<file path="src/design/rgbfp_pkg.sv">
// shared types, constants and byte tables of the rgb565 display frame packer
// depends on nothing; used by every module of the block by scoped names

package rgbfp_pkg;

   localparam int MAX_SOURCE_WIDTH = 1024;
   localparam int MAX_FRAME_HEIGHT = 512;

   // configuration field widths
   localparam int SW_W   = 11;
   localparam int WS_W   = 10;
   localparam int FW_W   = 11;
   localparam int FH_W   = 10;
   localparam int DISP_W = 8;

   localparam int CSR_IDX_W  = 3;
   localparam int CSR_DATA_W = 11;

   // counter widths and the wider widths used for compares
   localparam int COL_W = (MAX_SOURCE_WIDTH > 1) ? $clog2(MAX_SOURCE_WIDTH) : 1;
   localparam int ROW_W = (MAX_FRAME_HEIGHT > 1) ? $clog2(MAX_FRAME_HEIGHT) : 1;
   localparam int EW_W  = ((COL_W + 1) > SW_W) ? (COL_W + 1) : SW_W;
   localparam int EH_W  = ((ROW_W + 1) > FH_W) ? (ROW_W + 1) : FH_W;
   localparam int WIN_W = ((COL_W > FW_W) ? COL_W : FW_W) + 1;

   // queue between front and back
   localparam int QDEPTH = 2;
   localparam int QPTR_W = (QDEPTH > 1) ? $clog2(QDEPTH) : 1;
   localparam int QCNT_W = $clog2(QDEPTH + 1);

   // register indexes
   localparam logic [CSR_IDX_W-1:0] CSR_SOURCE_WIDTH   = 3'd0;
   localparam logic [CSR_IDX_W-1:0] CSR_WINDOW_START   = 3'd1;
   localparam logic [CSR_IDX_W-1:0] CSR_FRAME_WIDTH    = 3'd2;
   localparam logic [CSR_IDX_W-1:0] CSR_FRAME_HEIGHT   = 3'd3;
   localparam logic [CSR_IDX_W-1:0] CSR_DISPLAY_NUMBER = 3'd4;

   // reset values of the registers
   localparam logic [SW_W-1:0]   RST_SOURCE_WIDTH   = 11'd960;
   localparam logic [WS_W-1:0]   RST_WINDOW_START   = 10'd0;
   localparam logic [FW_W-1:0]   RST_FRAME_WIDTH    = 11'd480;
   localparam logic [FH_W-1:0]   RST_FRAME_HEIGHT   = 10'd272;
   localparam logic [DISP_W-1:0] RST_DISPLAY_NUMBER = 8'd0;

   // byte kinds
   localparam logic [1:0] KIND_HEADER  = 2'd0;
   localparam logic [1:0] KIND_COMMAND = 2'd1;
   localparam logic [1:0] KIND_PIXEL   = 2'd2;
   localparam logic [1:0] KIND_FOOTER  = 2'd3;

   // last byte index of each section
   localparam logic [3:0] HDR_LAST = 4'd15;
   localparam logic [3:0] CMD_LAST = 4'd3;
   localparam logic [3:0] PIX_LAST = 4'd1;
   localparam logic [3:0] FTR_LAST = 4'd7;

   typedef struct packed {
      logic [SW_W-1:0]   source_width;
      logic [WS_W-1:0]   window_start;
      logic [FW_W-1:0]   frame_width;
      logic [FH_W-1:0]   frame_height;
      logic [DISP_W-1:0] display_number;
   } cfg_type;

   typedef struct packed {
      logic        header;
      logic        footer;
      logic [15:0] pixel;
   } entry_type;

   function automatic logic [7:0] header_byte(input logic [3:0] idx, input cfg_type cfg);
      logic [7:0] b;
      b = 8'h00;
      case (idx)
         4'd0:    b = 8'h84;
         4'd2:    b = cfg.display_number;
         4'd3:    b = 8'h60;
         4'd12:   b = {5'd0, cfg.frame_width[10:8]};
         4'd13:   b = cfg.frame_width[7:0];
         4'd14:   b = {6'd0, cfg.frame_height[9:8]};
         4'd15:   b = cfg.frame_height[7:0];
         default: b = 8'h00;
      endcase
      return b;
   endfunction

   function automatic logic [7:0] command_byte(input logic [3:0] idx);
      return (idx == 4'd2) ? 8'hFF : 8'h00;
   endfunction

   function automatic logic [7:0] footer_byte(input logic [3:0] idx);
      logic [7:0] b;
      case (idx)
         4'd0:    b = 8'h03;
         4'd4:    b = 8'h40;
         default: b = 8'h00;
      endcase
      return b;
   endfunction

endpackage

</file>
<file path="src/design/rgbfp_front.sv">
// front part: column/row tracking, window test and rgb565 packing of each item
// depends on rgbfp_pkg

module rgbfp_front (
   input  logic                clock,
   input  logic                reset,
   input  rgbfp_pkg::cfg_type  cfg,
   input  logic                accept,
   input  logic [7:0]          blue,
   input  logic [7:0]          green,
   input  logic [7:0]          red,
   output logic                push,
   output rgbfp_pkg::entry_type entry
);

   logic [rgbfp_pkg::COL_W-1:0] col_ff, col_in;
   logic [rgbfp_pkg::ROW_W-1:0] row_ff, row_in;

   logic [rgbfp_pkg::EW_W-1:0]  eff_width;
   logic [rgbfp_pkg::EH_W-1:0]  eff_height;
   logic [rgbfp_pkg::EW_W-1:0]  col_next_w;
   logic [rgbfp_pkg::EH_W-1:0]  row_next_h;
   logic [rgbfp_pkg::WIN_W-1:0] col_x, win_start, win_end;
   logic                        in_window;

   always_comb begin
      if (cfg.source_width == '0) begin
         eff_width = rgbfp_pkg::EW_W'(1);
      end else if (32'(cfg.source_width) > 32'(rgbfp_pkg::MAX_SOURCE_WIDTH)) begin
         eff_width = rgbfp_pkg::EW_W'(rgbfp_pkg::MAX_SOURCE_WIDTH);
      end else begin
         eff_width = rgbfp_pkg::EW_W'(cfg.source_width);
      end
      if (cfg.frame_height == '0) begin
         eff_height = rgbfp_pkg::EH_W'(1);
      end else if (32'(cfg.frame_height) > 32'(rgbfp_pkg::MAX_FRAME_HEIGHT)) begin
         eff_height = rgbfp_pkg::EH_W'(rgbfp_pkg::MAX_FRAME_HEIGHT);
      end else begin
         eff_height = rgbfp_pkg::EH_W'(cfg.frame_height);
      end
   end

   assign col_next_w = rgbfp_pkg::EW_W'(col_ff) + rgbfp_pkg::EW_W'(1);
   assign row_next_h = rgbfp_pkg::EH_W'(row_ff) + rgbfp_pkg::EH_W'(1);

   assign col_x     = rgbfp_pkg::WIN_W'(col_ff);
   assign win_start = rgbfp_pkg::WIN_W'(cfg.window_start);
   assign win_end   = rgbfp_pkg::WIN_W'(cfg.window_start) + rgbfp_pkg::WIN_W'(cfg.frame_width);
   assign in_window = (col_x >= win_start) && (col_x < win_end);

   assign push = accept && in_window;

   always_comb begin
      entry.header = (col_x == win_start) && (row_ff == '0);
      entry.footer = ((col_x + rgbfp_pkg::WIN_W'(1)) == win_end) &&
                     (row_next_h == eff_height);
      entry.pixel  = {red[7:3], green[7:2], blue[7:3]};
   end

   // raster position advances on every accepted item, in window or not
   always_comb begin
      col_in = col_ff;
      row_in = row_ff;
      if (accept) begin
         if (col_next_w >= eff_width) begin
            col_in = '0;
            row_in = (row_next_h >= eff_height) ? '0 : row_next_h[rgbfp_pkg::ROW_W-1:0];
         end else begin
            col_in = col_next_w[rgbfp_pkg::COL_W-1:0];
         end
      end
   end

   always_ff @(posedge clock) begin
      if (reset) begin
         col_ff <= '0;
         row_ff <= '0;
      end else begin
         col_ff <= col_in;
         row_ff <= row_in;
      end
   end

endmodule

</file>
<file path="src/design/rgbfp_queue.sv">
// short queue of classified items between the front and back parts
// depends on rgbfp_pkg

module rgbfp_queue (
   input  logic                 clock,
   input  logic                 reset,
   input  logic                 push,
   input  rgbfp_pkg::entry_type push_data,
   output logic                 full,
   input  logic                 pop,
   output logic                 head_valid,
   output rgbfp_pkg::entry_type head
);

   rgbfp_pkg::entry_type         q_ff [rgbfp_pkg::QDEPTH];
   logic [rgbfp_pkg::QPTR_W-1:0] wr_ff, wr_in, rd_ff, rd_in;
   logic [rgbfp_pkg::QCNT_W-1:0] cnt_ff, cnt_in;

   assign full       = (cnt_ff == rgbfp_pkg::QCNT_W'(rgbfp_pkg::QDEPTH));
   assign head_valid = (cnt_ff != '0);
   assign head       = q_ff[rd_ff];

   always_comb begin
      wr_in  = wr_ff;
      rd_in  = rd_ff;
      cnt_in = cnt_ff;
      if (push) begin
         wr_in = (wr_ff == rgbfp_pkg::QPTR_W'(rgbfp_pkg::QDEPTH - 1)) ? '0 :
                 wr_ff + rgbfp_pkg::QPTR_W'(1);
      end
      if (pop) begin
         rd_in = (rd_ff == rgbfp_pkg::QPTR_W'(rgbfp_pkg::QDEPTH - 1)) ? '0 :
                 rd_ff + rgbfp_pkg::QPTR_W'(1);
      end
      if (push && !pop) begin
         cnt_in = cnt_ff + rgbfp_pkg::QCNT_W'(1);
      end else if (pop && !push) begin
         cnt_in = cnt_ff - rgbfp_pkg::QCNT_W'(1);
      end
   end

   always_ff @(posedge clock) begin
      if (reset) begin
         wr_ff  <= '0;
         rd_ff  <= '0;
         cnt_ff <= '0;
      end else begin
         wr_ff  <= wr_in;
         rd_ff  <= rd_in;
         cnt_ff <= cnt_in;
      end
   end

   always_ff @(posedge clock) begin
      if (push) begin
         q_ff[wr_ff] <= push_data;
      end
   end

endmodule

</file>
<file path="src/design/rgbfp_back.sv">
// back part: expands a queued item into its pixel bytes, with header and command
// bytes before and footer bytes after it where flagged; depends on rgbfp_pkg

module rgbfp_back (
   input  logic                 clock,
   input  logic                 reset,
   input  rgbfp_pkg::cfg_type   cfg,
   input  logic                 head_valid,
   input  rgbfp_pkg::entry_type head,
   output logic                 q_pop,
   output logic                 rsp_empty,
   input  logic                 rsp_pop,
   output logic [7:0]           rsp_data_byte,
   output logic [1:0]           rsp_byte_kind,
   output logic                 rsp_run_last
);

   typedef enum logic [3:0] {
      PH_HEADER  = 4'b0001,
      PH_COMMAND = 4'b0010,
      PH_PIXEL   = 4'b0100,
      PH_FOOTER  = 4'b1000
   } phase_type;

   phase_type   phase_ff, phase_in, cur_phase;
   logic        first_ff, first_in;
   logic [3:0]  idx_ff, idx_in, cur_idx;
   logic        out_valid_ff, out_valid_in;
   logic [7:0]  byte_ff, byte_in;
   logic [1:0]  kind_ff, kind_in;
   logic        last_ff, last_in;
   logic        adv;
   logic        item_done;

   // a fresh item starts at the header or straight at its pixel bytes
   assign cur_phase = first_ff ? (head.header ? PH_HEADER : PH_PIXEL) : phase_ff;
   assign cur_idx   = first_ff ? 4'd0 : idx_ff;

   assign adv   = head_valid && (!out_valid_ff || rsp_pop);
   assign q_pop = adv && item_done;

   always_comb begin
      byte_in   = byte_ff;
      kind_in   = kind_ff;
      last_in   = 1'b0;
      item_done = 1'b0;
      phase_in  = cur_phase;
      idx_in    = cur_idx + 4'd1;
      unique case (cur_phase)
         PH_HEADER: begin
            byte_in = rgbfp_pkg::header_byte(cur_idx, cfg);
            kind_in = rgbfp_pkg::KIND_HEADER;
            if (cur_idx == rgbfp_pkg::HDR_LAST) begin
               phase_in = PH_COMMAND;
               idx_in   = 4'd0;
            end
         end
         PH_COMMAND: begin
            byte_in = rgbfp_pkg::command_byte(cur_idx);
            kind_in = rgbfp_pkg::KIND_COMMAND;
            if (cur_idx == rgbfp_pkg::CMD_LAST) begin
               phase_in = PH_PIXEL;
               idx_in   = 4'd0;
            end
         end
         PH_PIXEL: begin
            byte_in = (cur_idx == 4'd0) ? head.pixel[15:8] : head.pixel[7:0];
            kind_in = rgbfp_pkg::KIND_PIXEL;
            if (cur_idx == rgbfp_pkg::PIX_LAST) begin
               phase_in = PH_FOOTER;
               idx_in   = 4'd0;
               if (!head.footer) begin
                  item_done = 1'b1;
                  last_in   = 1'b1;
               end
            end
         end
         PH_FOOTER: begin
            byte_in = rgbfp_pkg::footer_byte(cur_idx);
            kind_in = rgbfp_pkg::KIND_FOOTER;
            if (cur_idx == rgbfp_pkg::FTR_LAST) begin
               item_done = 1'b1;
               last_in   = 1'b1;
               idx_in    = 4'd0;
            end
         end
         default: begin
            item_done = 1'b1;
            idx_in    = 4'd0;
         end
      endcase
   end

   assign first_in     = adv ? item_done : first_ff;
   assign out_valid_in = adv ? 1'b1 : (rsp_pop ? 1'b0 : out_valid_ff);

   always_ff @(posedge clock) begin
      if (reset) begin
         phase_ff     <= PH_PIXEL;
         first_ff     <= 1'b1;
         idx_ff       <= '0;
         out_valid_ff <= 1'b0;
      end else begin
         out_valid_ff <= out_valid_in;
         first_ff     <= first_in;
         if (adv) begin
            phase_ff <= phase_in;
            idx_ff   <= idx_in;
         end
      end
   end

   always_ff @(posedge clock) begin
      if (adv) begin
         byte_ff <= byte_in;
         kind_ff <= kind_in;
         last_ff <= last_in;
      end
   end

   assign rsp_empty     = !out_valid_ff;
   assign rsp_data_byte = byte_ff;
   assign rsp_byte_kind = kind_ff;
   assign rsp_run_last  = last_ff;

endmodule

</file>
<file path="src/design/rgb565_display_frame_packer.sv">
// top level of the rgb565 display frame packer: registers, front, queue and back
// depends on rgbfp_pkg, rgbfp_front, rgbfp_queue, rgbfp_back

// Takes raster-order BGR source pixels and emits the byte stream of one display
// window: header and command before the first window pixel, two RGB565 bytes per
// window pixel, footer after the last one. Pixels outside the window are taken
// one per clock and produce nothing as long as the two-entry queue between the
// front and back halves has room. Each window pixel puts two bytes on the one-byte
// result port; with header and command the first pixel of a frame gives 22 bytes,
// and with the footer the last one gives 10. Registers are to be written through
// the csr port only while the block is idle; the block itself does not enforce
// this. csr_ready is always high.

module rgb565_display_frame_packer (
   input  logic                                clock,
   input  logic                                reset,
   input  logic                                req_push,
   output logic                                req_full,
   input  logic [7:0]                          req_blue,
   input  logic [7:0]                          req_green,
   input  logic [7:0]                          req_red,
   output logic                                rsp_empty,
   input  logic                                rsp_pop,
   output logic [7:0]                          rsp_data_byte,
   output logic [1:0]                          rsp_byte_kind,
   output logic                                rsp_run_last,
   input  logic                                csr_valid,
   output logic                                csr_ready,
   input  logic [rgbfp_pkg::CSR_IDX_W-1:0]     csr_index,
   input  logic [rgbfp_pkg::CSR_DATA_W-1:0]    csr_data
);

   rgbfp_pkg::cfg_type   cfg_ff, cfg_in;
   rgbfp_pkg::entry_type entry, head;
   logic                 accept;
   logic                 push;
   logic                 q_full;
   logic                 head_valid;
   logic                 q_pop;

   assign csr_ready = 1'b1;

   always_comb begin
      cfg_in = cfg_ff;
      if (csr_valid) begin
         case (csr_index)
            rgbfp_pkg::CSR_SOURCE_WIDTH:
               cfg_in.source_width = csr_data[rgbfp_pkg::SW_W-1:0];
            rgbfp_pkg::CSR_WINDOW_START:
               cfg_in.window_start = csr_data[rgbfp_pkg::WS_W-1:0];
            rgbfp_pkg::CSR_FRAME_WIDTH:
               cfg_in.frame_width = csr_data[rgbfp_pkg::FW_W-1:0];
            rgbfp_pkg::CSR_FRAME_HEIGHT:
               cfg_in.frame_height = csr_data[rgbfp_pkg::FH_W-1:0];
            rgbfp_pkg::CSR_DISPLAY_NUMBER:
               cfg_in.display_number = csr_data[rgbfp_pkg::DISP_W-1:0];
            default: cfg_in = cfg_ff;
         endcase
      end
   end

   always_ff @(posedge clock) begin
      if (reset) begin
         cfg_ff.source_width   <= rgbfp_pkg::RST_SOURCE_WIDTH;
         cfg_ff.window_start   <= rgbfp_pkg::RST_WINDOW_START;
         cfg_ff.frame_width    <= rgbfp_pkg::RST_FRAME_WIDTH;
         cfg_ff.frame_height   <= rgbfp_pkg::RST_FRAME_HEIGHT;
         cfg_ff.display_number <= rgbfp_pkg::RST_DISPLAY_NUMBER;
      end else begin
         cfg_ff <= cfg_in;
      end
   end

   assign req_full = q_full;
   assign accept   = req_push && !q_full;

   rgbfp_front u_front (
      .clock  (clock),
      .reset  (reset),
      .cfg    (cfg_ff),
      .accept (accept),
      .blue   (req_blue),
      .green  (req_green),
      .red    (req_red),
      .push   (push),
      .entry  (entry)
   );

   rgbfp_queue u_queue (
      .clock      (clock),
      .reset      (reset),
      .push       (push),
      .push_data  (entry),
      .full       (q_full),
      .pop        (q_pop),
      .head_valid (head_valid),
      .head       (head)
   );

   rgbfp_back u_back (
      .clock         (clock),
      .reset         (reset),
      .cfg           (cfg_ff),
      .head_valid    (head_valid),
      .head          (head),
      .q_pop         (q_pop),
      .rsp_empty     (rsp_empty),
      .rsp_pop       (rsp_pop),
      .rsp_data_byte (rsp_data_byte),
      .rsp_byte_kind (rsp_byte_kind),
      .rsp_run_last  (rsp_run_last)
   );

endmodule
</file>
<file path="config.mk">
export PLATFORM = sky130hd
export DESIGN_NAME = rgb565_display_frame_packer
export DESIGN_NICKNAME = d
export VERILOG_FILES = /design/src/design/rgbfp_pkg.sv /design/src/design/rgbfp_front.sv /design/src/design/rgbfp_queue.sv /design/src/design/rgbfp_back.sv /design/src/design/rgb565_display_frame_packer.sv
export SDC_FILE = /design/constraint.sdc
export NUM_CORES = 1
export LEC_CHECK = 0
export BUFFER_PORTS_ARGS = -buffer_cell sky130_fd_sc_hd__buf_2
export CAP_MARGIN = 15
export CORE_UTILIZATION = 50
export DETAILED_ROUTE_END_ITERATION = 7
export PLACE_DENSITY = 0.77
export SLEW_MARGIN = 20
export SYNTH_ARGS = -nofsm -noshare
export SYNTH_HDL_FRONTEND = slang
export SYNTH_SLANG_ARGS = --single-unit
</file>
<file path="constraint.sdc">
create_clock -name clock -period 8.4 [get_ports clock]
set_input_delay 0 -clock clock [delete_from_list [all_inputs] [get_ports clock]]
set_output_delay 0 -clock clock [all_outputs]
set_load 0.01 [all_outputs]
</file>
==> flow_summary_export.csv <==
group,metric,value,unit
outcome,status,"finished, final reports clean",
layout,fin_area,8690,sq um
pwr,powerDensity,230,nW/um^2
sta,final-max-slew-violation-count,0,
grt,track_usage,0.249,
grt,grt_pass1_vias,6074,
layout,drive_gt1_frac,0.110,
layout,final_common_cell,"nand2_1",
synthesis,synth_cells,840,
layout,area_growth,15.4,%
route,route.final.wire_length,18.8,mm
layout,regArea,3090,sq um
setup_path,arrival,4290,ps
sta,fin_setup_tns,0,ps
layout,fin_nets,999,
sta,timing.fmax,253,MHz
cts,cts.htree.levels,4,
floorplan,initial_utilization,0.516,
flow_run,cap_violations,0,
layout,multi_input_area,4130,sq um
synthesis,ys_types,68,
sta,worst_pin_slew,1000,ps
layout,antennaDiodeCount,0,
pwr,p_clk_frac,0.350,
floorplan,die_area,15600,sq um
synthesis,async_flop_share,0,
cts,clock-sinks,131,
pwr,intPower,1.37,mW
pwr,pwr-share-seq,0.415,
cts,clk_latency,430,ps
setup_path,crit_chain,"ha_1 -> fa_1 -> a211oi_2 -> o31ai_2 -> a31oi_1 -> xor2_1 -> ha_1 -> nand2_1 -> a211oi_1 -> a211oi_1 -> o311ai_4 -> inv_1 -> ha_1 -> or3_1 -> a21oi_1",
synthesis,ys.flop_type,"dfxtp_1",
pwr,switchingPower,0.633,mW
synthesis,syn_area_per_cell,8.97,sq um
synthesis,ys_warn_count,0,
route,drt-vias-per-instance,5.82,
placement,gp_congestion,0.854,
placement,placed_area,7850,sq um
sta,finalSetupViolations,0,
sta,fin_crit_sh,0.470,
sta,setup_ws,4450,ps
synthesis,syn_area,7530,sq um
floorplan,io_pins,57,
layout,final_cell_mix,"nand2_1, dfxtp_1, a21oi_1",
placement,io_buffers,47,
grt,grt_max_degree,85,
route,wire_per_inst,17.2,microns
sta,rsz0062_at_grt,"no",
cts,cts-root-buf,"clkbuf_16",
synthesis,synth_nets,943,
pwr,ir_worst_vdd,0.181,mV
synthesis,ys_seq_elements,131,
grt,grt_overflow_total,0,
synthesis,ys_seq_area_frac,0.411,
sta,hold_slack,118,ps
pwr,leakage,3.53,nW
route,ant_nets,0,
grt,grt_pass1_wl,30.5,mm
floorplan,row_count,44,
cts,clk_pin_slew_worst_paths,60,ps
route,vias,6360,
setup_path,start_kind,"flip-flop",
setup_path,worstPathRequired,8740,ps
sta,hold_viol,0,
route,drc,0,
cts,cts_tree,"yes",
route,initialDrtViolationCount,599,
floorplan,chipWidth,125,microns
floorplan,core_area,14600,sq um
hold_path,hold_path_depth,4,
setup_path,max_stage_delay,430,ps
setup_path,cpMostUsedCell,"ha_1",
cts,cts_buffers,17,
setup_path,path_max_fanout,4,
placement,dp_hpwl,13.3,mm
sta,slew_headroom,0.326,
setup_path,worstSetupPathDepth,15,
grt,grt_antenna_before_repair,0,
route,firstDrtPassIters,6,
setup_path,cp_num_buf_inv,1,
setup_path,end_kind,"flip-flop",
pwr,p_total,2.00,mW
placement,pre_cts_slack,4500,ps
layout,fillers,1228,
setup_path,criticalPathCategory,"reg -> reg",
setup_path,rr_worst_depth,15,
synthesis,synth-edff-count,47,
cts,cts_buffer_depth,2,
hold_path,hp-class,"in -> reg",
floorplan,die_y,125,microns
setup_path,critPathTopFamily,"compound AO/OA/AOI/OAI gates",
pwr,p_comb_frac,0.235,
setup_path,slowest_stage,"o311ai_4",
sta,finalWorstPathRequiredPeriod,3950,ps
sta,fin_skew,8.56,ps
pwr,switching_share,0.317,
final timing paths:
kind                           start                              to  slack (ps)
min reg2reg  cfg_ff[40]$_SDFFE_PP0P_         cfg_ff[40]$_SDFFE_PP0P_         470
max          cfg_ff[18]$_SDFFE_PP0P_  u_queue.cnt_ff[1]$_SDFFE_PP0P_        4450
min                     csr_index[1]         cfg_ff[37]$_SDFFE_PP0P_         120
max reg2reg  cfg_ff[18]$_SDFFE_PP0P_  u_queue.cnt_ff[1]$_SDFFE_PP0P_        4450
stage by stage:
step | cells | util
detailed placement | 1033 | 0.538
CTS | 1093 | 0.596
finish | 1093 | 0.596
floorplan | 840 | -
global route | 1093 | 0.596
global placement | 1033 | 0.538
cell type report:
type,instances,share of cell area
Clock buffer,20,0.0514
Clock inverter,12,0.0125
Inverter,38,0.0164
Multi-Input combinational cell,630,0.475
Sequential cell,131,0.356
Tap cell,184,0.0265
Timing Repair Buffer,78,0.0619
power by group through the flow:
stage / clock network (mW) / registers, mW / logic, mW
3_5_place_dp: 0 / 0.842 / 0.451
4_1_cts: 0.708 / 0.829 / 0.466
2_1_floorplan: 0 / 0.828 / 0.319
3_3_place_gp: 0 / 0.840 / 0.442
5_1_grt: 0.732 / 0.840 / 0.519
6_report: 0.700 / 0.830 / 0.470
state kept, by name, summed over array words and instances, names as in the netlist, named ones only:
register / cells
u_front.row_ff: 9
u_back.rsp_byte_kind: 2
cfg_ff: 50
u_back.rsp_data_byte: 8
u_queue.rd_ff: 1
u_queue.wr_ff: 1
u_queue.cnt_ff: 2
u_back.phase_ff: 4
u_back.idx_ff: 4
u_front.col_ff: 10
u_queue.q_ff: 36
u_back.first_ff: 1
u_back.out_valid_ff: 1
u_back.rsp_run_last: 1
synth_stat cells, drive strengths merged (9+ instances only):
| cell | n | share of area |
|---|---|---|
| a21oi | 78 | 0.052 |
| and3 | 13 | 0.011 |
| dfxtp | 84 | 0.22 |
| a21o | 11 | 0.011 |
| clkbuf | 30 | 0.015 |
| nand2 | 161 | 0.080 |
| mux2i | 10 | 0.013 |
| edfxtp | 47 | 0.19 |
| xnor2 | 26 | 0.030 |
| nand3 | 34 | 0.023 |
| nor3 | 11 | 0.0073 |
| ha | 59 | 0.098 |
| a22oi | 9 | 0.0090 |
| xor2 | 16 | 0.019 |
| nor2 | 43 | 0.021 |
| buf | 11 | 0.0070 |
| o21ai | 21 | 0.014 |
| and2 | 9 | 0.0078 |
| inv | 36 | 0.018 |
| nor2b | 9 | 0.0075 |
| nand3b | 12 | 0.012 |
layer usage:
metal  vias up  GRT usage  wire length [microns]
met5         -          0                      0
li1       3117          -                      -
met1      2976      0.340                   8310
met3        33     0.0546                   1370
met2       234      0.390                   8790
met4         0     0.0836                    349
cells by family (layout without fill, tap and decap cells):
logic type | Yosys count | count (layout) | share of synthesized area
other | 1 | 1 | 0.000498
AOI/OAI and AO/OA | 182 | 182 | 0.159
buffers and inverters | 79 | 148 | 0.0409
xor gates and xnor gates | 43 | 43 | 0.0518
DFF | 131 | 131 | 0.411
adders and majority gates | 60 | 60 | 0.101
muxes | 18 | 18 | 0.0372
and+or+nand+nor | 326 | 326 | 0.199
worst register-to-register path, delay by kind of cell (launching register included):
family                   cells  cell delay, ps
AO/OA/AOI/OAI                7            1550
XOR/XNOR                     1             260
adder cells (fa/ha/maj)      4            1180
buffers and inverters        1              90
flip-flops                   1             330
AND/OR/NAND/NOR              2             440
repair_timing:
action | in CTS | in global routing
resized for setup | 0 | 0
hold buffers | 28 | 0
hold endpoints to repair | 83 | 0
buffers inserted | 0 | 0
Note: power is estimated with default switching activity, not from simulation.
